[config.mk]
export PLATFORM = sky130hd
export DESIGN_NAME = dahdr_envelope_generator_top_flat
export DESIGN_NICKNAME = d
export VERILOG_FILES = /design/src/rtl/dahdr_pkg.sv /design/src/rtl/dahdr_if.sv /design/src/rtl/dahdr_div.sv /design/src/rtl/dahdr_envelope_generator_top.sv /design/src/flat_wrapper.sv
export VERILOG_INCLUDE_DIRS = /design/src /design/src/rtl
export SDC_FILE = /design/constraint.sdc
export NUM_CORES = 1
export LEC_CHECK = 0
export BUFFER_PORTS_ARGS = -buffer_cell sky130_fd_sc_hd__buf_4
export CAP_MARGIN = 20
export CORE_MARGIN = 2
export CORE_UTILIZATION = 45
export CTS_CLUSTER_DIAMETER = 200
export DETAILED_ROUTE_END_ITERATION = 6
export GPL_ROUTABILITY_DRIVEN = 0
export GPL_TIMING_DRIVEN = 0
export SLEW_MARGIN = 10
export SYNTH_ARGS = -nofsm -noshare
export SYNTH_HDL_FRONTEND = slang
export SYNTH_HIERARCHICAL = 1
export SYNTH_SLANG_ARGS = --single-unit
[constraint.sdc]
create_clock -name clock -period 5.15 [get_ports clock]
set_clock_uncertainty 0.05 [all_clocks]
set_input_delay 1.03 -clock clock [delete_from_list [all_inputs] [get_ports clock]]
set_output_delay 1.03 -clock clock [all_outputs]
set_load 0.005 [all_outputs]
[src/rtl/dahdr_envelope_generator_top_defines.svh]
// Assertion macros for the envelope generator RTL.
// Depends on nothing; included by the files that carry assertions.
`ifndef DAHDR_ENVELOPE_GENERATOR_TOP_DEFINES_SVH
`define DAHDR_ENVELOPE_GENERATOR_TOP_DEFINES_SVH
`ifndef NO_ASSERTIONS
// Same-cycle implication, disabled during reset.
`define DAHDR_ASSERT_SAME(label, clk, rst, ante, cons, msg) \
   label: assert property (@(posedge clk) disable iff (rst) (ante) |-> (cons)) \
      else $error(msg);
// Next-cycle implication, disabled during reset.
`define DAHDR_ASSERT_NEXT(label, clk, rst, ante, cons, msg) \
   label: assert property (@(posedge clk) disable iff (rst) (ante) |=> (cons)) \
      else $error(msg);
`else
`define DAHDR_ASSERT_SAME(label, clk, rst, ante, cons, msg)
`define DAHDR_ASSERT_NEXT(label, clk, rst, ante, cons, msg)
`endif
`endif

[src/rtl/dahdr_pkg.sv]
// Package for the envelope generator: field widths, phase and mode codes,
// timing, divider control and sequencer state types. Depends on nothing.
`timescale 1ns / 1ps
package dahdr_pkg;

   localparam int LEN_W       = 16;
   localparam int LEVEL_OUT_W = 17;
   localparam int PHASE_W     = 3;
   localparam int MODE_W      = 2;

   localparam int COUNT_BITS_DEF      = 16;
   localparam int LEVEL_FRAC_BITS_DEF = 16;

   localparam logic [PHASE_W-1:0] PH_IDLE    = 3'd0;
   localparam logic [PHASE_W-1:0] PH_DELAY   = 3'd1;
   localparam logic [PHASE_W-1:0] PH_ATTACK  = 3'd2;
   localparam logic [PHASE_W-1:0] PH_HOLD    = 3'd3;
   localparam logic [PHASE_W-1:0] PH_DECAY   = 3'd4;
   localparam logic [PHASE_W-1:0] PH_SUSTAIN = 3'd5;
   localparam logic [PHASE_W-1:0] PH_RELEASE = 3'd6;

   localparam logic [MODE_W-1:0] MODE_TICK     = 2'd0;
   localparam logic [MODE_W-1:0] MODE_NOTE_ON  = 2'd1;
   localparam logic [MODE_W-1:0] MODE_NOTE_OFF = 2'd2;

   typedef struct packed {
      logic [LEN_W-1:0] dly_len;
      logic [LEN_W-1:0] atk_len;
      logic [LEN_W-1:0] hld_len;
      logic [LEN_W-1:0] dcy_len;
      logic [LEN_W-1:0] rel_len;
      logic             solid;
   } timing_type;

   typedef struct packed {
      logic             start;
      logic [LEN_W-1:0] rem_init;
      logic [LEN_W-1:0] divisor;
   } div_req_type;

   typedef struct packed {
      logic busy;
      logic done;
   } div_rsp_type;

   typedef enum logic [2:0] {
      S_IDLE = 3'b001,
      S_CALC = 3'b010,
      S_RESP = 3'b100
   } seq_state_type;

endpackage

[src/rtl/dahdr_if.sv]
// Valid/ready channel interfaces for request and response beats.
// Depends on dahdr_pkg for field widths.
`timescale 1ns / 1ps
interface dahdr_req_if;
   import dahdr_pkg::*;

   logic                valid;
   logic                ready;
   logic [MODE_W-1:0]   mode;
   logic [LEN_W-1:0]    delay_len;
   logic [LEN_W-1:0]    attack_len;
   logic [LEN_W-1:0]    hold_len;
   logic [LEN_W-1:0]    decay_len;
   logic [LEN_W-1:0]    release_len;
   logic                solid;

   modport source (
      output valid, mode, delay_len, attack_len, hold_len, decay_len, release_len, solid,
      input  ready
   );
   modport sink (
      input  valid, mode, delay_len, attack_len, hold_len, decay_len, release_len, solid,
      output ready
   );
endinterface

interface dahdr_rsp_if;
   import dahdr_pkg::*;

   logic                   valid;
   logic                   ready;
   logic [LEVEL_OUT_W-1:0] level;
   logic [PHASE_W-1:0]     phase;
   logic                   note_queued;

   modport source (
      output valid, level, phase, note_queued,
      input  ready
   );
   modport sink (
      input  valid, level, phase, note_queued,
      output ready
   );
endinterface

[src/rtl/dahdr_div.sv]
// Shared restoring divider, one quotient bit per cycle. The starting
// remainder must be below the divisor. Depends on dahdr_pkg.
`timescale 1ns / 1ps
module dahdr_div #(
   parameter int QUOT_BITS = dahdr_pkg::LEVEL_FRAC_BITS_DEF
) (
   input  logic                   clock,
   input  logic                   reset,
   input  dahdr_pkg::div_req_type div_req,
   output dahdr_pkg::div_rsp_type div_rsp,
   output logic [QUOT_BITS-1:0]   quot
);
   import dahdr_pkg::*;

   localparam int ITER_W = $clog2(QUOT_BITS + 1);

   logic [LEN_W-1:0]     rem_ff, rem_in;
   logic [LEN_W-1:0]     div_ff, div_in;
   logic [QUOT_BITS-1:0] quot_ff, quot_in;
   logic [ITER_W-1:0]    iter_ff, iter_in;
   logic                 busy_ff, busy_in;
   logic                 done_ff, done_in;

   logic [LEN_W:0] shifted;
   logic [LEN_W:0] diff;
   logic           fits;

   assign shifted = {rem_ff, 1'b0};
   assign diff    = shifted - {1'b0, div_ff};
   assign fits    = shifted >= {1'b0, div_ff};

   always_comb begin
      rem_in  = rem_ff;
      div_in  = div_ff;
      quot_in = quot_ff;
      iter_in = iter_ff;
      busy_in = busy_ff;
      done_in = 1'b0;
      if (div_req.start) begin
         rem_in  = div_req.rem_init;
         div_in  = div_req.divisor;
         quot_in = '0;
         iter_in = ITER_W'(QUOT_BITS);
         busy_in = 1'b1;
      end else if (busy_ff) begin
         rem_in  = fits ? diff[LEN_W-1:0] : shifted[LEN_W-1:0];
         quot_in = {quot_ff[QUOT_BITS-2:0], fits};
         iter_in = iter_ff - ITER_W'(1);
         if (iter_ff == ITER_W'(1)) begin
            busy_in = 1'b0;
            done_in = 1'b1;
         end
      end
   end

   always_ff @(posedge clock) begin
      if (reset) begin
         busy_ff <= 1'b0;
         done_ff <= 1'b0;
         iter_ff <= '0;
      end else begin
         busy_ff <= busy_in;
         done_ff <= done_in;
         iter_ff <= iter_in;
      end
      rem_ff  <= rem_in;
      div_ff  <= div_in;
      quot_ff <= quot_in;
   end

   assign div_rsp.busy = busy_ff;
   assign div_rsp.done = done_ff;
   assign quot         = quot_ff;

endmodule

[src/rtl/dahdr_envelope_generator_top.sv]
// Envelope generator top level: delay, attack, hold, decay, sustain, release.
// A tick in attack, decay or release runs the shared divider; its response is
// valid once the divider has reported done. Other beats respond in the cycle
// after acceptance. One beat is in flight at a time: a new beat is taken only
// after the response to the last one has been taken.
// Synchronous active-high reset clears all envelope state to idle and zero.
`timescale 1ns / 1ps
`include "dahdr_envelope_generator_top_defines.svh"
module dahdr_envelope_generator_top #(
   parameter int COUNT_BITS      = dahdr_pkg::COUNT_BITS_DEF,
   parameter int LEVEL_FRAC_BITS = dahdr_pkg::LEVEL_FRAC_BITS_DEF
) (
   input  logic       clock,
   input  logic       reset,
   dahdr_req_if.sink  req_bus,
   dahdr_rsp_if.source rsp_bus
);
   import dahdr_pkg::*;

   // Level is unsigned fixed point with one integer bit; ONE is full scale.
   localparam int LEVEL_W   = LEVEL_FRAC_BITS + 1;
   localparam int CMP_W     = (COUNT_BITS > LEN_W) ? COUNT_BITS : LEN_W;
   localparam int OUT_EXT_W = (LEVEL_W > LEVEL_OUT_W) ? LEVEL_W : LEVEL_OUT_W;
   localparam logic [LEVEL_W-1:0]    ONE       = {1'b1, {LEVEL_FRAC_BITS{1'b0}}};
   localparam logic [COUNT_BITS-1:0] COUNT_MAX = {COUNT_BITS{1'b1}};

   // Sequencer and envelope state.
   seq_state_type           state_ff, state_in;
   logic [PHASE_W-1:0]      cur_phase_ff, phase_in;
   logic [LEVEL_W-1:0]      env_level_ff, level_in;
   logic [COUNT_BITS-1:0]   phase_count_ff, count_in;
   timing_type              act_ff, act_in;
   timing_type              pend_ff, pend_in;
   logic                    pend_valid_ff, pend_valid_in;

   // Response holding register.
   logic [LEVEL_OUT_W-1:0]  rsp_level_ff, rsp_level_in;
   logic [PHASE_W-1:0]      rsp_phase_ff;
   logic                    rsp_queued_ff;
   logic                    load_rsp;

   // Shared divider.
   div_req_type                div_req;
   div_rsp_type                div_rsp;
   logic [LEVEL_FRAC_BITS-1:0] quot;

   logic                  req_fire;
   logic                  rsp_fire;
   timing_type            req_timing;
   logic [COUNT_BITS-1:0] cnt_up;
   logic [CMP_W-1:0]      cnt_up_ext;
   logic [CMP_W-1:0]      cnt_ff_ext;
   logic [LEVEL_W-1:0]    rel_step;
   logic [LEVEL_W-1:0]    rel_level;
   logic                  idle_like;

   // Arm request: load a timing into the active set and restart the cycle.
   logic                  do_arm;
   logic                  arm_keep_level;
   timing_type            arm_src;

   // Ticks in delay, hold, sustain and idle report a fixed level rather
   // than the stored one.
   logic                  out_fixed;
   logic [LEVEL_W-1:0]    out_fixed_val;
   logic [LEVEL_W-1:0]    out_level;
   logic [OUT_EXT_W-1:0]  out_level_ext;

   assign req_fire = req_bus.valid && req_bus.ready;
   assign rsp_fire = rsp_bus.valid && rsp_bus.ready;

   assign req_timing = '{
      dly_len: req_bus.delay_len,
      atk_len: req_bus.attack_len,
      hld_len: req_bus.hold_len,
      dcy_len: req_bus.decay_len,
      rel_len: req_bus.release_len,
      solid:   req_bus.solid
   };

   // The sample counter saturates rather than wrapping.
   assign cnt_up     = (phase_count_ff == COUNT_MAX) ? phase_count_ff
                                                     : phase_count_ff + COUNT_BITS'(1);
   assign cnt_up_ext = CMP_W'(cnt_up);
   assign cnt_ff_ext = CMP_W'(phase_count_ff);

   // Release step is ONE / release_len, at least one LSB, and full scale for
   // lengths of zero or one (the divider handles only lengths of two or more).
   assign rel_step  = (act_ff.rel_len < LEN_W'(2)) ? ONE
                    : (quot == '0) ? LEVEL_W'(1) : LEVEL_W'(quot);
   assign rel_level = (env_level_ff > rel_step) ? env_level_ff - rel_step : '0;

   // A phase code above release cannot occur; it is handled as idle.
   assign idle_like = (cur_phase_ff == PH_IDLE) || (cur_phase_ff > PH_RELEASE);

   always_comb begin
      state_in       = state_ff;
      phase_in       = cur_phase_ff;
      level_in       = env_level_ff;
      count_in       = phase_count_ff;
      act_in         = act_ff;
      pend_in        = pend_ff;
      pend_valid_in  = pend_valid_ff;
      do_arm         = 1'b0;
      arm_keep_level = 1'b0;
      arm_src        = req_timing;
      out_fixed      = 1'b0;
      out_fixed_val  = '0;
      div_req        = '0;

      case (state_ff)
         S_IDLE: begin
            if (req_fire) begin
               state_in = S_RESP;
               if (req_bus.mode == MODE_TICK) begin
                  case (cur_phase_ff)
                     PH_DELAY: begin
                        count_in  = cnt_up;
                        out_fixed = 1'b1;
                        if (cnt_up_ext >= CMP_W'(act_ff.dly_len)) begin
                           phase_in = PH_ATTACK;
                           count_in = '0;
                        end
                     end
                     PH_ATTACK: begin
                        // Ramp up: count * ONE / attack_len.
                        count_in         = cnt_up;
                        div_req.start    = 1'b1;
                        div_req.rem_init = cnt_up_ext[LEN_W-1:0];
                        div_req.divisor  = act_ff.atk_len;
                        state_in         = S_CALC;
                     end
                     PH_DECAY: begin
                        count_in         = cnt_up;
                        div_req.start    = 1'b1;
                        div_req.rem_init = cnt_up_ext[LEN_W-1:0];
                        div_req.divisor  = act_ff.dcy_len;
                        state_in         = S_CALC;
                     end
                     PH_RELEASE: begin
                        // Step size: ONE / release_len.
                        count_in         = cnt_up;
                        div_req.start    = 1'b1;
                        div_req.rem_init = LEN_W'(1);
                        div_req.divisor  = act_ff.rel_len;
                        state_in         = S_CALC;
                     end
                     PH_HOLD: begin
                        count_in      = cnt_up;
                        out_fixed     = 1'b1;
                        out_fixed_val = ONE;
                        if (cnt_up_ext >= CMP_W'(act_ff.hld_len)) begin
                           phase_in = act_ff.solid ? PH_SUSTAIN : PH_DECAY;
                           count_in = '0;
                        end
                     end
                     PH_SUSTAIN: begin
                        out_fixed     = 1'b1;
                        out_fixed_val = ONE;
                     end
                     default: begin
                        phase_in  = PH_IDLE;
                        out_fixed = 1'b1;
                     end
                  endcase
               end else if (req_bus.mode == MODE_NOTE_ON) begin
                  if (idle_like || cur_phase_ff == PH_RELEASE) begin
                     // Arm at once; from release the ramp starts at the
                     // current level.
                     do_arm         = 1'b1;
                     arm_keep_level = (cur_phase_ff == PH_RELEASE);
                  end else begin
                     // Queue the timing (latest wins); sustain releases now.
                     pend_in       = req_timing;
                     pend_valid_in = 1'b1;
                     if (cur_phase_ff == PH_SUSTAIN) begin
                        phase_in = PH_RELEASE;
                        count_in = '0;
                     end
                  end
               end else if (req_bus.mode == MODE_NOTE_OFF) begin
                  if (idle_like) begin
                     phase_in = PH_IDLE;
                  end else if (cur_phase_ff != PH_RELEASE) begin
                     phase_in = PH_RELEASE;
                     count_in = '0;
                  end
               end else begin
                  // Unused mode code leaves the envelope alone.
                  if (idle_like) begin
                     phase_in = PH_IDLE;
                  end
               end
            end
         end
         S_CALC: begin
            if (div_rsp.done) begin
               state_in = S_RESP;
               case (cur_phase_ff)
                  PH_ATTACK: begin
                     if (cnt_ff_ext >= CMP_W'(act_ff.atk_len)) begin
                        level_in = ONE;
                        count_in = '0;
                        if (act_ff.hld_len != '0) begin
                           phase_in = PH_HOLD;
                        end else begin
                           phase_in = act_ff.solid ? PH_SUSTAIN : PH_DECAY;
                        end
                     end else begin
                        level_in = LEVEL_W'(quot);
                     end
                  end
                  PH_DECAY: begin
                     if (cnt_ff_ext >= CMP_W'(act_ff.dcy_len)) begin
                        // End of a pulse: take a queued note, or loop.
                        level_in = '0;
                        if (pend_valid_ff) begin
                           do_arm  = 1'b1;
                           arm_src = pend_ff;
                        end else begin
                           count_in = '0;
                           phase_in = (act_ff.dly_len != '0) ? PH_DELAY : PH_ATTACK;
                        end
                     end else begin
                        level_in = ONE - LEVEL_W'(quot);
                     end
                  end
                  PH_RELEASE: begin
                     level_in = rel_level;
                     if (rel_level == '0) begin
                        phase_in = PH_IDLE;
                        count_in = '0;
                        if (pend_valid_ff) begin
                           do_arm  = 1'b1;
                           arm_src = pend_ff;
                        end
                     end
                  end
                  default: begin
                     phase_in = PH_IDLE;
                  end
               endcase
            end
         end
         S_RESP: begin
            if (rsp_fire) begin
               state_in = S_IDLE;
            end
         end
         default: begin
            state_in = S_IDLE;
         end
      endcase

      if (do_arm) begin
         act_in        = arm_src;
         count_in      = '0;
         pend_valid_in = 1'b0;
         phase_in      = (arm_src.dly_len != '0) ? PH_DELAY : PH_ATTACK;
         if (!arm_keep_level) begin
            level_in = '0;
         end
      end
   end

   assign out_level     = out_fixed ? out_fixed_val : level_in;
   assign out_level_ext = OUT_EXT_W'(out_level);
   assign rsp_level_in  = out_level_ext[LEVEL_OUT_W-1:0];
   assign load_rsp      = (state_in == S_RESP) && (state_ff != S_RESP);

   always_ff @(posedge clock) begin
      if (reset) begin
         state_ff       <= S_IDLE;
         cur_phase_ff   <= PH_IDLE;
         env_level_ff   <= '0;
         phase_count_ff <= '0;
         act_ff         <= '0;
         pend_ff        <= '0;
         pend_valid_ff  <= 1'b0;
      end else begin
         state_ff       <= state_in;
         cur_phase_ff   <= phase_in;
         env_level_ff   <= level_in;
         phase_count_ff <= count_in;
         act_ff         <= act_in;
         pend_ff        <= pend_in;
         pend_valid_ff  <= pend_valid_in;
      end
   end

   always_ff @(posedge clock) begin
      if (load_rsp) begin
         rsp_level_ff  <= rsp_level_in;
         rsp_phase_ff  <= phase_in;
         rsp_queued_ff <= pend_valid_in;
      end
   end

   dahdr_div #(
      .QUOT_BITS (LEVEL_FRAC_BITS)
   ) u_div (
      .clock   (clock),
      .reset   (reset),
      .div_req (div_req),
      .div_rsp (div_rsp),
      .quot    (quot)
   );

   assign req_bus.ready       = (state_ff == S_IDLE);
   assign rsp_bus.valid       = (state_ff == S_RESP);
   assign rsp_bus.level       = rsp_level_ff;
   assign rsp_bus.phase       = rsp_phase_ff;
   assign rsp_bus.note_queued = rsp_queued_ff;

   // A divider result only arrives while the sequencer waits for it.
   `DAHDR_ASSERT_SAME(a_done_in_calc, clock, reset, div_rsp.done, state_ff == S_CALC, "divider done outside calc")
   // Entering calc always launches the divider.
   `DAHDR_ASSERT_NEXT(a_calc_starts_div, clock, reset, req_fire && state_in == S_CALC, div_rsp.busy, "divider not started")
   // The stored level never exceeds full scale.
   `DAHDR_ASSERT_SAME(a_level_range, clock, reset, 1'b1, env_level_ff <= ONE, "level above full scale")
   // Hold and sustain always sit at full scale.
   `DAHDR_ASSERT_SAME(a_full_in_hold, clock, reset, cur_phase_ff == PH_HOLD || cur_phase_ff == PH_SUSTAIN, env_level_ff == ONE, "hold or sustain below full scale")
   // A taken response frees the block for the next beat.
   `DAHDR_ASSERT_NEXT(a_ready_after_rsp, clock, reset, rsp_fire, req_bus.ready, "not ready after response")

endmodule

[src/flat_wrapper.sv]
// flat-port wrapper written by rule: the top's interface ports become plain ports
module dahdr_envelope_generator_top_flat import dahdr_pkg::*;
#(
   parameter int COUNT_BITS      = dahdr_pkg::COUNT_BITS_DEF,
   parameter int LEVEL_FRAC_BITS = dahdr_pkg::LEVEL_FRAC_BITS_DEF
)
  (clock, reset, req_bus_valid, req_bus_mode, req_bus_delay_len, req_bus_attack_len, req_bus_hold_len, req_bus_decay_len, req_bus_release_len, req_bus_solid, req_bus_ready, rsp_bus_valid, rsp_bus_level, rsp_bus_phase, rsp_bus_note_queued, rsp_bus_ready);
  dahdr_req_if req_bus_i ();
  dahdr_rsp_if rsp_bus_i ();
  input  logic clock;
  input  logic reset;
  input wire logic [$bits(req_bus_i.valid)-1:0] req_bus_valid;
  input wire logic [$bits(req_bus_i.mode)-1:0] req_bus_mode;
  input wire logic [$bits(req_bus_i.delay_len)-1:0] req_bus_delay_len;
  input wire logic [$bits(req_bus_i.attack_len)-1:0] req_bus_attack_len;
  input wire logic [$bits(req_bus_i.hold_len)-1:0] req_bus_hold_len;
  input wire logic [$bits(req_bus_i.decay_len)-1:0] req_bus_decay_len;
  input wire logic [$bits(req_bus_i.release_len)-1:0] req_bus_release_len;
  input wire logic [$bits(req_bus_i.solid)-1:0] req_bus_solid;
  output wire logic [$bits(req_bus_i.ready)-1:0] req_bus_ready;
  output wire logic [$bits(rsp_bus_i.valid)-1:0] rsp_bus_valid;
  output wire logic [$bits(rsp_bus_i.level)-1:0] rsp_bus_level;
  output wire logic [$bits(rsp_bus_i.phase)-1:0] rsp_bus_phase;
  output wire logic [$bits(rsp_bus_i.note_queued)-1:0] rsp_bus_note_queued;
  input wire logic [$bits(rsp_bus_i.ready)-1:0] rsp_bus_ready;
  assign req_bus_i.valid = req_bus_valid;
  assign req_bus_i.mode = req_bus_mode;
  assign req_bus_i.delay_len = req_bus_delay_len;
  assign req_bus_i.attack_len = req_bus_attack_len;
  assign req_bus_i.hold_len = req_bus_hold_len;
  assign req_bus_i.decay_len = req_bus_decay_len;
  assign req_bus_i.release_len = req_bus_release_len;
  assign req_bus_i.solid = req_bus_solid;
  assign req_bus_ready = req_bus_i.ready;
  assign rsp_bus_valid = rsp_bus_i.valid;
  assign rsp_bus_level = rsp_bus_i.level;
  assign rsp_bus_phase = rsp_bus_i.phase;
  assign rsp_bus_note_queued = rsp_bus_i.note_queued;
  assign rsp_bus_i.ready = rsp_bus_ready;
  dahdr_envelope_generator_top #(.COUNT_BITS(COUNT_BITS), .LEVEL_FRAC_BITS(LEVEL_FRAC_BITS)) u_core (.clock(clock), .reset(reset), .req_bus(req_bus_i), .rsp_bus(rsp_bus_i));
endmodule
## Word-level counts from Yosys, hierarchy flattened

Cells that the tools add are included.

| word-level totals | value |
|---|---|
| register bits after elaboration | 278 |
| bits of input ports | 87 |
| output and inout bits | 23 |
| word-level logic and storage cells | 203 |

| operators by class | value |
|---|---|
| add/subtract/negate cells | 5 |
| order comparisons | 8 |
| equality and inequality tests | 29 |
| muxes and demuxes | 108 |
| bitwise operators | 3 |
| reduce and logical (&&, ||, !) cells | 23 |

Operator list:

| kind | number |
|---|---|
| 2-to-1 mux 81 bit | 5 |
| 2-to-1 mux 16 bit | 20 |
| 2-to-1 mux 17 bit | 13 |
| one-hot mux 81 bit (2 select lines) | 1 |
| 2-to-1 mux 33 bit | 3 |
| one-hot mux 33 bit (3 select lines) | 1 |
| one-hot mux 16 bit (3 select lines) | 2 |
| 2-to-1 mux 3 bit | 23 |
| >= comparator 16 bit | 4 |
| one-hot mux 17 bit (3 select lines) | 1 |
| nonzero test 16 bit | 3 |
| one-hot mux 16 bit (2 select lines) | 1 |
| 2-to-1 mux 1 bit | 28 |
| one-hot mux 3 bit (3 select lines) | 3 |
| inequality test 4 bit, second input constant | 5 |
| >= comparator 17 x 16 -> 1 bit | 1 |
| greater-than comparator 17 bit | 1 |
| logical NOT 17 bit | 1 |
| subtractor 17 x 16 -> 17 bit, first input constant | 1 |
| subtractor 17 bit | 1 |
| adder 16 x 1 -> 16 bit, second input constant | 1 |
| == test 16 bit, second input constant | 1 |
| logical NOT 16 bit | 1 |
| < comparator 16 x 2 -> 1 bit, second input constant | 1 |
| other kinds (30) | 54 |

## Longest topological paths before layout

Gate-level depths: netlist of the first run.

| logic depth | value |
|---|---|
| word-level depth | 13 |
| depth in mapped cells | 22 |
| mapped depth without buffers | 20 |

## Modules after synthesis

Netlist of the first run, hierarchy kept.

By module, submodules not included:

| module | instances | cells an instance | area an instance (um^2) | seq. area each (um^2) |
|---|---|---|---|---|
| dahdr_envelope_generator_top | 1 | 1820 | 13615.6 | 4674.5 |
| dahdr_div | 1 | 290 | 3049.2 | 1421.4 |

## Least setup slack after synthesis of the first run

No wires, ideal clock.

| timing path | value |
|---|---|
| path type | register -> register |
| start | register u_core.u_div.quot_ff[0] (netlist: u_core/u_div/quot[0]) |
| end | register u_core.rsp_level_ff[1] (netlist: u_core/rsp_bus.level[1]) (data pin) |
| setup time | 0.260 ns |
| arrival time | 5.261 ns |
| required time | 4.840 ns |
| path slack | -0.421 ns |
| cell stages (with the launch flop) | 23 |
| period minus slack after synthesis | 5.571 ns |
| cell sequence | dfxtp_1 > inv_1 > ha_1 > nand4_1 > or3_1 > or3_1 > or3_1 > or3_1 > a21boi_0 > ha_1 > inv_1 > fa_1 > a211o_1 > o2111a_1 > or3_1 > a222oi_1 > o2111ai_1 > nor3_4 > a21oi_2 > buf_2 > buf_2 > o221ai_1 > nor2_1 |

| on the way | value |
|---|---|
| longest elaborated chain between the ends | 12 |

Ends and longest elaborated chain:

| what | line | source |
|---|---|---|
| from (decl) | dahdr_div.sv:19 | `logic [QUOT_BITS-1:0] quot_ff, quot_in;` |
| from (signal assigned) | dahdr_div.sv:68 | `quot_ff <= quot_in;` |
| logical NOT 16 bit | dahdr_envelope_generator_top.sv:90 | `: (quot == '0) ? LEVEL_W'(1) : LEVEL_W'(quot);` |
| 2-to-1 mux 16 bit | dahdr_envelope_generator_top.sv:90 |  |
| 2-to-1 mux 17 bit | dahdr_envelope_generator_top.sv:89 | `assign rel_step = (act_ff.rel_len < LEN_W'(2)) ? ONE` |
| subtractor 17 bit or greater-than comparator 17 bit (tied branches) | dahdr_envelope_generator_top.sv:91 | `assign rel_level = (env_level_ff > rel_step) ? env_level_ff - rel_step : '0;` |
| 2-to-1 mux 17 bit | dahdr_envelope_generator_top.sv:91 |  |
| logical NOT 17 bit | dahdr_envelope_generator_top.sv:230 | `if (rel_level == '0) begin` |
| 2-to-1 mux 1 bit | dahdr_envelope_generator_top.sv:230 |  |
| one-hot mux 1 bit (2 select lines) | dahdr_envelope_generator_top.sv:199 | `case (cur_phase_ff)` |
| 2-to-1 mux 1 bit | dahdr_envelope_generator_top.sv:197 | `if (div_rsp.done) begin` |
| one-hot mux 1 bit (2 select lines) | dahdr_envelope_generator_top.sv:111 | `case (state_ff)` |
| 2-to-1 mux 17 bit (*) | dahdr_envelope_generator_top.sv:255 | `if (do_arm) begin` |
| 2-to-1 mux 17 bit (*) | dahdr_envelope_generator_top.sv:266 | `assign out_level = out_fixed ? out_fixed_val : level_in;` |
| to (signal assigned) | dahdr_envelope_generator_top.sv:293 | `rsp_level_ff <= rsp_level_in;` |
| to (decl) | dahdr_envelope_generator_top.sv:37 | `logic [LEVEL_OUT_W-1:0] rsp_level_ff, rsp_level_in;` |

Mark *: on every way between the ends. The rest lies on a longest branch, timed or not.
A chain may end at the register's enable or synchronous reset.

## Final worst setup path of the first run

| timing path | value |
|---|---|
| start | register u_core.u_div.quot_ff[0] (netlist: u_core/u_div/quot[0]) |
| end | register u_core/act_ff[15] (netlist bit) |

| on the way | value |
|---|---|
| longest elaborated chain between the ends | 10 |

Ends and longest elaborated chain:

| what | line | source |
|---|---|---|
| logical NOT 16 bit | dahdr_envelope_generator_top.sv:90 |  |
| 2-to-1 mux 16 bit (*) | dahdr_envelope_generator_top.sv:90 |  |
| 2-to-1 mux 17 bit (*) | dahdr_envelope_generator_top.sv:89 |  |
| subtractor 17 bit or greater-than comparator 17 bit (tied branches) | dahdr_envelope_generator_top.sv:91 |  |
| 2-to-1 mux 17 bit (*) | dahdr_envelope_generator_top.sv:91 |  |
| logical NOT 17 bit (*) | dahdr_envelope_generator_top.sv:230 |  |
| 2-to-1 mux 1 bit or 2-to-1 mux 81 bit (tied branches) | dahdr_envelope_generator_top.sv:230 |  |
| one-hot mux 1 bit (2 select lines) or one-hot mux 81 bit (2 select lines) (tied branches) | dahdr_envelope_generator_top.sv:199 |  |
| 2-to-1 mux 1 bit or 2-to-1 mux 81 bit (tied branches) | dahdr_envelope_generator_top.sv:197 |  |
| one-hot mux 1 bit (2 select lines) or 2-to-1 mux 81 bit (tied branches) | dahdr_envelope_generator_top.sv:111 |  |
| to (signal assigned) | dahdr_envelope_generator_top.sv:285 | `act_ff <= act_in;` |
| to (decl) | dahdr_envelope_generator_top.sv:32 | `timing_type act_ff, act_in;` |

Marked as above.

==> run_results.csv, run 1 <==
group,metric,value,unit
global_route,grtUsageTotal,0.304,
setup_path,max_stage_delay,0.39,ns
layout,area_delta_synth_final,33.1,%
power,leakagePower,0.00835,uW
placement,portBuffers,109,
drt,vias_per_cell,6.06,
timing,postLayoutSetupSlackWorst,-0.766,ns
clocking,htree_levels,1,
synthesis,syn_nets,2302,
global_route,grt_pass1_vias,16300,
layout,diodes,0,
timing,finalCritPeriodShare,1.15,
setup_path,reg2reg_depth,25,
power,p_per_area,263,nW/um^2
setup_path,worstSetupPathType,"flip-flop to flip-flop",
timing,maxSlewHeadroom,0.194,
floorplanning,pin_count,110,
clocking,clk_latency,0.60,ns
timing,tightest_slew,1.21,ns
synthesis,yosysWarnings,6,
timing,finalHoldViolations,0,
drt,drt_pass1_iterations,6,
drt,drtAntennaViolNets,0,
floorplanning,fp.dieH,196,um
floorplanning,start_util,0.456,
clocking,cts-hold-fix-buffers,0,
clocking,cts.sinks,278,
setup_path,reg2reg_to,"u_core/act_ff[15]$_SDFFE_PP0P_",
clocking,cts_root_buf,"clkbuf_16",
drt,initialDrtViolationCount,1560,
clocking,numCtsBuffers,31,
timing,clock.fmax,169,MHz
setup_path,crit_path_start_kind,"flip-flop",
floorplanning,core_area,36500,um^2
clocking,clockBufferDepth,3,
drt,post_drt_wl_per_cell,21.6,um
setup_path,path_max_fanout,8,
layout,seq_area,6110,um^2
setup_path,crit_slowest_cell,"a222oi_1",
timing,slew_violations,0,
drt,totalWireLength,61.1,mm
setup_path,critPathMostFrequentCell,"or3_4",
timing,finalSetupViolations,139,
drt,num_vias,17100,
setup_path,r2r_setup_slack,-0.77,ns
timing,period_needed,5.92,ns
timing,hold_ws,0.406,ns
layout,drive_gt1_frac,0.259,
global_route,grt_pass1_wl,92.0,mm
layout,final_cells,2827,
synthesis,synthCells,2109,
layout,nets,2529,
power,vdd_ir_drop_max,268,uV
setup_path,worstPathArrival,6.38,ns
run,cap_violations,0,
global_route,grt_max_degree,24,
clocking,cts_tree,"done",
setup_path,timing.rr.start,"u_core/u_div/quot[0]$_SDFFE_PP0P_",
synthesis,synth_area,16700,um^2
setup_path,end_kind,"flip-flop",
drt,drc,0,
run_status,status,"finished with violations",
placement,dp_hpwl,43.8,mm
setup_path,cp-startpoint,"u_core/u_div/quot[0]$_SDFFE_PP0P_",
worst_hold_path,hold_path.class,"flip-flop to flip-flop",
layout,multi_input_area,11100,um^2
global_route,grt_antenna_before_repair,0,
synthesis,postSynthAreaPerCell,7.90,um^2
floorplanning,rows,70,
layout,fill_cells,3223,
setup_path,crit_path_end,"u_core/act_ff[15]$_SDFFE_PP0P_",
setup_path,required,5.61,ns
clocking,clk_pin_slew,0.06,ns
placement,placedCellCount,2688,
timing,rsz0062_at_grt,"yes",
run_status,violations,"setup timing",
global_route,overflow,0,
floorplanning,die-area,38600,um^2
floorplanning,die_w,196,um
## how the worst min path moves through the flow
stage                                          from                         endpoint  cells after the start
global placement     u_core/pend_ff[0]$_SDFFE_PP0P_   u_core/pend_ff[0]$_SDFFE_PP0P_                      2
global route        u_core/pend_ff[20]$_SDFFE_PP0P_  u_core/pend_ff[20]$_SDFFE_PP0P_                      2
floorplan            u_core/pend_ff[3]$_SDFFE_PP0P_   u_core/pend_ff[3]$_SDFFE_PP0P_                      2
CTS                 u_core/pend_ff[18]$_SDFFE_PP0P_  u_core/pend_ff[18]$_SDFFE_PP0P_                      2
detailed placement  u_core/pend_ff[13]$_SDFFE_PP0P_   u_core/act_ff[13]$_SDFFE_PP0P_                      2
finish              u_core/pend_ff[12]$_SDFFE_PP0P_  u_core/pend_ff[12]$_SDFFE_PP0P_                      2
## placed cells by master, fill, tap and decap left out, types with 15 or more instances in the layout
| master | instances |
|---|---|
| nand2_1 | 280 |
| dfxtp_1 | 217 |
| nor2_1 | 185 |
| a21oi_1 | 149 |
| buf_4 | 148 |
| inv_1 | 119 |
| ha_1 | 102 |
| o21ai_0 | 96 |
| clkbuf_1 | 86 |
| a211oi_2 | 59 |
| edfxtp_1 | 53 |
| a31oi_1 | 47 |
| clkbuf_16 | 41 |
| nand2_2 | 39 |
| nand3_1 | 36 |
| nor3_1 | 34 |
| nor2_2 | 29 |
| buf_6 | 27 |
| a31oi_2 | 25 |
| mux2i_1 | 24 |
| nor4_1 | 23 |
| nor2b_1 | 20 |
| a22oi_1 | 20 |
| or3_1 | 19 |
| a211oi_1 | 19 |
| nand4_1 | 18 |
| buf_8 | 17 |
| buf_12 | 17 |
| xor2_1 | 15 |
| xnor2_1 | 15 |
| o31ai_1 | 15 |
| o211ai_1 | 15 |
## state kept, by name (all words and copies together), names as in the netlist
| name | count |
|---|---|
| u_core/u_div/quot | 16 |
| u_core/u_div/iter_ff | 5 |
| u_core/pend_valid_ff | 1 |
| u_core/pend_ff | 81 |
| u_core/rsp_bus.note_queued | 1 |
| u_core/u_div/done_ff | 1 |
| u_core/u_div/busy_ff | 1 |
| u_core/cnt_ff_ext | 16 |
| u_core/state_ff | 3 |
| u_core/rsp_bus.level | 17 |
| u_core/u_div/rem_ff | 16 |
| u_core/cur_phase_ff | 3 |
| u_core/u_div/div_ff | 16 |
| u_core/rsp_bus.phase | 3 |
| u_core/act_ff | 81 |
| u_core/env_level_ff | 17 |
## power by group
part	leakage, uW	internal [uW]	switching (uW)
registers	0.00235	2320	151
logic	0.00549	461	669
clock network	0.000512	1300	932
total	0.00835	4080	1750
## layout make-up
cell class | count | share of cell area
buffer | 129 | 0.0393
clock buffer | 47 | 0.0423
multi-input combinational | 1573 | 0.501
timing repair buffer | 200 | 0.0902
clock inverter | 9 | 0.00417
tap | 468 | 0.0264
sequential | 278 | 0.276
inverter | 123 | 0.0209
## layer usage
| metal | routed length, um | GRT usage | part of all wire | vias up |
|---|---|---|---|---|
| met4 | 3440 | 0.150 | 0.056 | 0 |
| met1 | 24900 | 0.395 | 0.41 | 8155 |
| li1 | - | - | - | 8039 |
| met3 | 4470 | 0.0404 | 0.073 | 187 |
| met5 | 0 | 0 | 0 | - |
| met2 | 28300 | 0.501 | 0.46 | 742 |
## metrics by stage
step | cell area (um^2) | utilization | power [uW] | setup WS [ns] | TNS (ns)
2_1_floorplan | 17100 | - | 3080 | -0.327 | -26.10
3_3_place_gp | 18500 | 0.505 | 3400 | -1.36 | -160.88
3_5_place_dp | 18500 | 0.506 | 3420 | -1.39 | -162.30
4_1_cts | 21000 | 0.576 | 5750 | -0.724 | -88.01
5_1_grt | 22200 | 0.607 | 6060 | -0.863 | -106.46
6_report | 22200 | 0.607 | 5840 | -0.766 | -89.93
## critical path, delay by kind of cell (launching register included)
| kind | cells | cell delay, ns |
|---|---|---|
| compound gates | 7 | 1.69 |
| fa+ha+maj | 3 | 0.68 |
| buf+inv | 7 | 0.82 |
| flops | 1 | 0.36 |
| simple gates | 8 | 2.20 |
## what timing repair did
action                                  4_1_cts  5_1_grt
gates cloned                                 15        5
pin swaps                                    51       59
resized for setup                           201      224
endpoints found under the setup margin      139      139
setup buffers                                50       26
Power figures use the tool's default switching activity.
==> run 2: changes to the inputs <==
GPL_TIMING_DRIVEN = default   (was 0)
==> run 2 against run 1 <==
  * The flow still finishes with violations (setup timing)
  * Cell area is 3.1% lower
  * Maximum frequency is 3.3% higher
  * Routed wire length is 6.0% lower
  * Critical path depth is 2 lower
  * Register-to-register slack better by 0.19 ns
  * Via count is 2.8% lower
  * Combinational power is 8% higher
  * Critical path type unchanged
  * Highest routed layer unchanged
==> run_results.csv, run 2 (synthesis gave the netlist of run 1 again) <==
group,metric,value,unit
timing,period_needed,5.73,ns
placement,placedCellCount,2694,
global_route,overflow,0,
floorplanning,rows,70,
placement,dp_hpwl,39.1,mm
power,leakagePower,0.00811,uW
layout,diodes,0,
power,combPwrFrac,0.214,
power,p_seq_frac,0.420,
layout,layout_common_cells,"316 x nand2_1, 235 x buf_4, 223 x dfxtp_1",
layout,area_delta_synth_final,29.0,%
layout,reg.largest.list,"u_core/act_ff x81, u_core/pend_ff x81",
drt,post_drt_wl_per_cell,20.7,um
worst_hold_path,min_path_cells,2,
clocking,clk_latency,0.59,ns
clocking,htree_levels,1,
timing,maxSlewHeadroom,0.274,
drt,drt_pass1_iterations,6,
timing,finalHoldViolations,0,
run_status,violations,"setup timing",
drt,totalWireLength,57.4,mm
clocking,clk_pin_slew,0.06,ns
global_route,grt_antenna_before_repair,0,
floorplanning,die-area,38600,um^2
setup_path,reg2reg_to,"u_core/act_ff[27]$_SDFFE_PP0P_",
global_route,grt_pass1_vias,15900,
global_route,grt_max_degree,83,
timing,finalCritPeriodShare,1.11,
layout,final_common_cell,"nand2_1",
setup_path,required,5.57,ns
setup_path,max_stage_delay,0.43,ns
setup_path,crit_slowest_cell,"a222oi_1",
setup_path,crit_chain,"inv_2 > ha_4 > nand4_1 > or3_4 > or3_4 > or3_4 > or3_4 > a21boi_2 > ha_2 > inv_2 > fa_2 > a211o_1 > o2111a_1 > or3_4 > a222oi_1 > o2111ai_2 > nor3_4 > buf_6 > a41o_4 > buf_12 > clkbuf_16 > nand2_1 > a211oi_1",
power,netSwitchingPower,1700,uW
timing,slew_violations,0,
floorplanning,core_area,36500,um^2
setup_path,reg2reg_depth,23,
setup_path,worstPathArrival,6.15,ns
setup_path,r2r_setup_slack,-0.58,ns
clocking,cts_tree,"done",
layout,nets,2482,
worst_hold_path,whs_endpoint,"u_core/pend_ff[28]$_SDFFE_PP0P_",
global_route,grtUsageTotal,0.279,
run_status,status,"finished with violations",
drt,num_vias,16600,
placement,portBuffers,109,
drt,vias_per_cell,5.99,
global_route,grt_pass1_wl,86.5,mm
setup_path,crit_path_start_kind,"flip-flop",
worst_hold_path,hp-start,"u_core/pend_ff[28]$_SDFFE_PP0P_",
setup_path,end_kind,"flip-flop",
power,power.share.clock,0.366,
layout,final_cells,2778,
run,cap_violations,0,
timing,setup_tns,-58.93,ns
timing,tightest_slew,1.09,ns
power,p_int,4010,uW
floorplanning,start_util,0.456,
floorplanning,pin_count,110,
timing,clock.fmax,175,MHz
power,vdd_ir_drop_max,252,uV
setup_path,worstSetupPathType,"flip-flop to flip-flop",
timing,finalSetupViolations,139,
setup_path,critPathMostFrequentCell,"or3_4",
floorplanning,die_w,196,um
floorplanning,fp.dieH,196,um
drt,initialDrtViolationCount,1589,
clocking,cts.sinks,278,
power,p_per_area,266,nW/um^2
drt,drc,0,
layout,drive_gt1_frac,0.228,
layout,fill_cells,3212,
timing,postLayoutSetupSlackWorst,-0.578,ns
setup_path,timing.rr.start,"u_core/u_div/quot[1]$_SDFFE_PP0P_",
clocking,clockBufferDepth,3,
timing,rsz0062_at_grt,"yes",
drt,drtAntennaViolNets,0,
layout,seq_area,6100,um^2
clocking,numCtsBuffers,31,
power,p_sw_frac,0.297,
layout,multi_input_area,10700,um^2
clocking,cts_root_buf,"clkbuf_16",
setup_path,path_max_fanout,5,
worst_hold_path,hold_path.class,"flip-flop to flip-flop",
==> run 2: cell count changes in the layout (fill, tap and decap cells not counted), sizes merged <==
cell	before	now
clkbuf	152	58
or2	7	8
clkinvlp	0	1
buf	223	270
clkinv	7	4
bufbuf	1	0
==> run 2: metal layers <==
metal,routed length [um],vias to the layer above,part of all wire,GRT usage
li1,-,7941,-,-
met1,24800,7968,0.43,0.376
met2,26800,600,0.47,0.458
met3,3300,140,0.057,0.0289
met4,2570,0,0.045,0.118
met5,0,-,0,0
==> run 2: worst max-delay path by stage <==
| stage | from | to | slack [ns] | depth (start not counted) |
|---|---|---|---|---|
| after floorplan | u_core/u_div/quot[1]$_SDFFE_PP0P_ | u_core/cnt_ff_ext[11]$_SDFFE_PP0P_ | -0.33 | 21 |
| after global placement | u_core/u_div/quot[1]$_SDFFE_PP0P_ | u_core/act_ff[52]$_SDFFE_PP0P_ | -0.49 | 23 |
| after global routing | u_core/u_div/quot[0]$_SDFFE_PP0P_ | u_core/act_ff[27]$_SDFFE_PP0P_ | -0.79 | 23 |
| final | u_core/u_div/quot[1]$_SDFFE_PP0P_ | u_core/act_ff[27]$_SDFFE_PP0P_ | -0.58 | 23 |
| after detailed placement | u_core/u_div/quot[0]$_SDFFE_PP0P_ | u_core/act_ff[43]$_SDFFE_PP0P_ | -0.53 | 23 |
| after CTS | u_core/u_div/quot[1]$_SDFFE_PP0P_ | u_core/act_ff[63]$_SDFFE_PP0P_ | -0.49 | 23 |
==> run 2: metrics by stage <==
step                total power, uW  hold slack (ns)  setup slack [ns]  cell area [um^2]   util
floorplan                      3080            0.381            -0.327             17100      -
global placement               3530            0.392            -0.491             19000  0.520
global route                   5930            0.425            -0.795             21500  0.588
finish                         5710            0.403            -0.578             21500  0.588
detailed placement             3550            0.397            -0.531             19000  0.520
CTS                            5650            0.406            -0.487             20300  0.556
==> run 2: critical path: cells and delay by family, from the launching register on <==
kind / cells / cell delay [ns]
compound gates: 7 / 1.76
fa+ha+maj: 3 / 0.64
buf+inv: 5 / 0.56
flops: 1 / 0.32
simple gates: 8 / 2.26
==> run 2: final cells by class <==
cell class	instances	area share
sequential	278	0.284
inverter	123	0.0215
multi-input combinational	1574	0.499
clock inverter	7	0.00303
timing repair buffer	281	0.125
clock buffer	47	0.0398
tap	468	0.0273
==> run 2: power by group through the flow <==
stage	clock network [uW]	logic [uW]	registers [uW]
2_1_floorplan	0	630	2450
3_3_place_gp	0	1090	2440
3_5_place_dp	0	1110	2440
4_1_cts	2120	1130	2400
5_1_grt	2190	1330	2410
6_report	2090	1220	2400
==> run 2: what timing repair did <==
action,in CTS,in global routing
gates cloned,4,15
endpoints found under the setup margin,139,139
hold buffers,0,0
pin swaps,24,26
gates resized for setup,45,134
buffers inserted,5,4
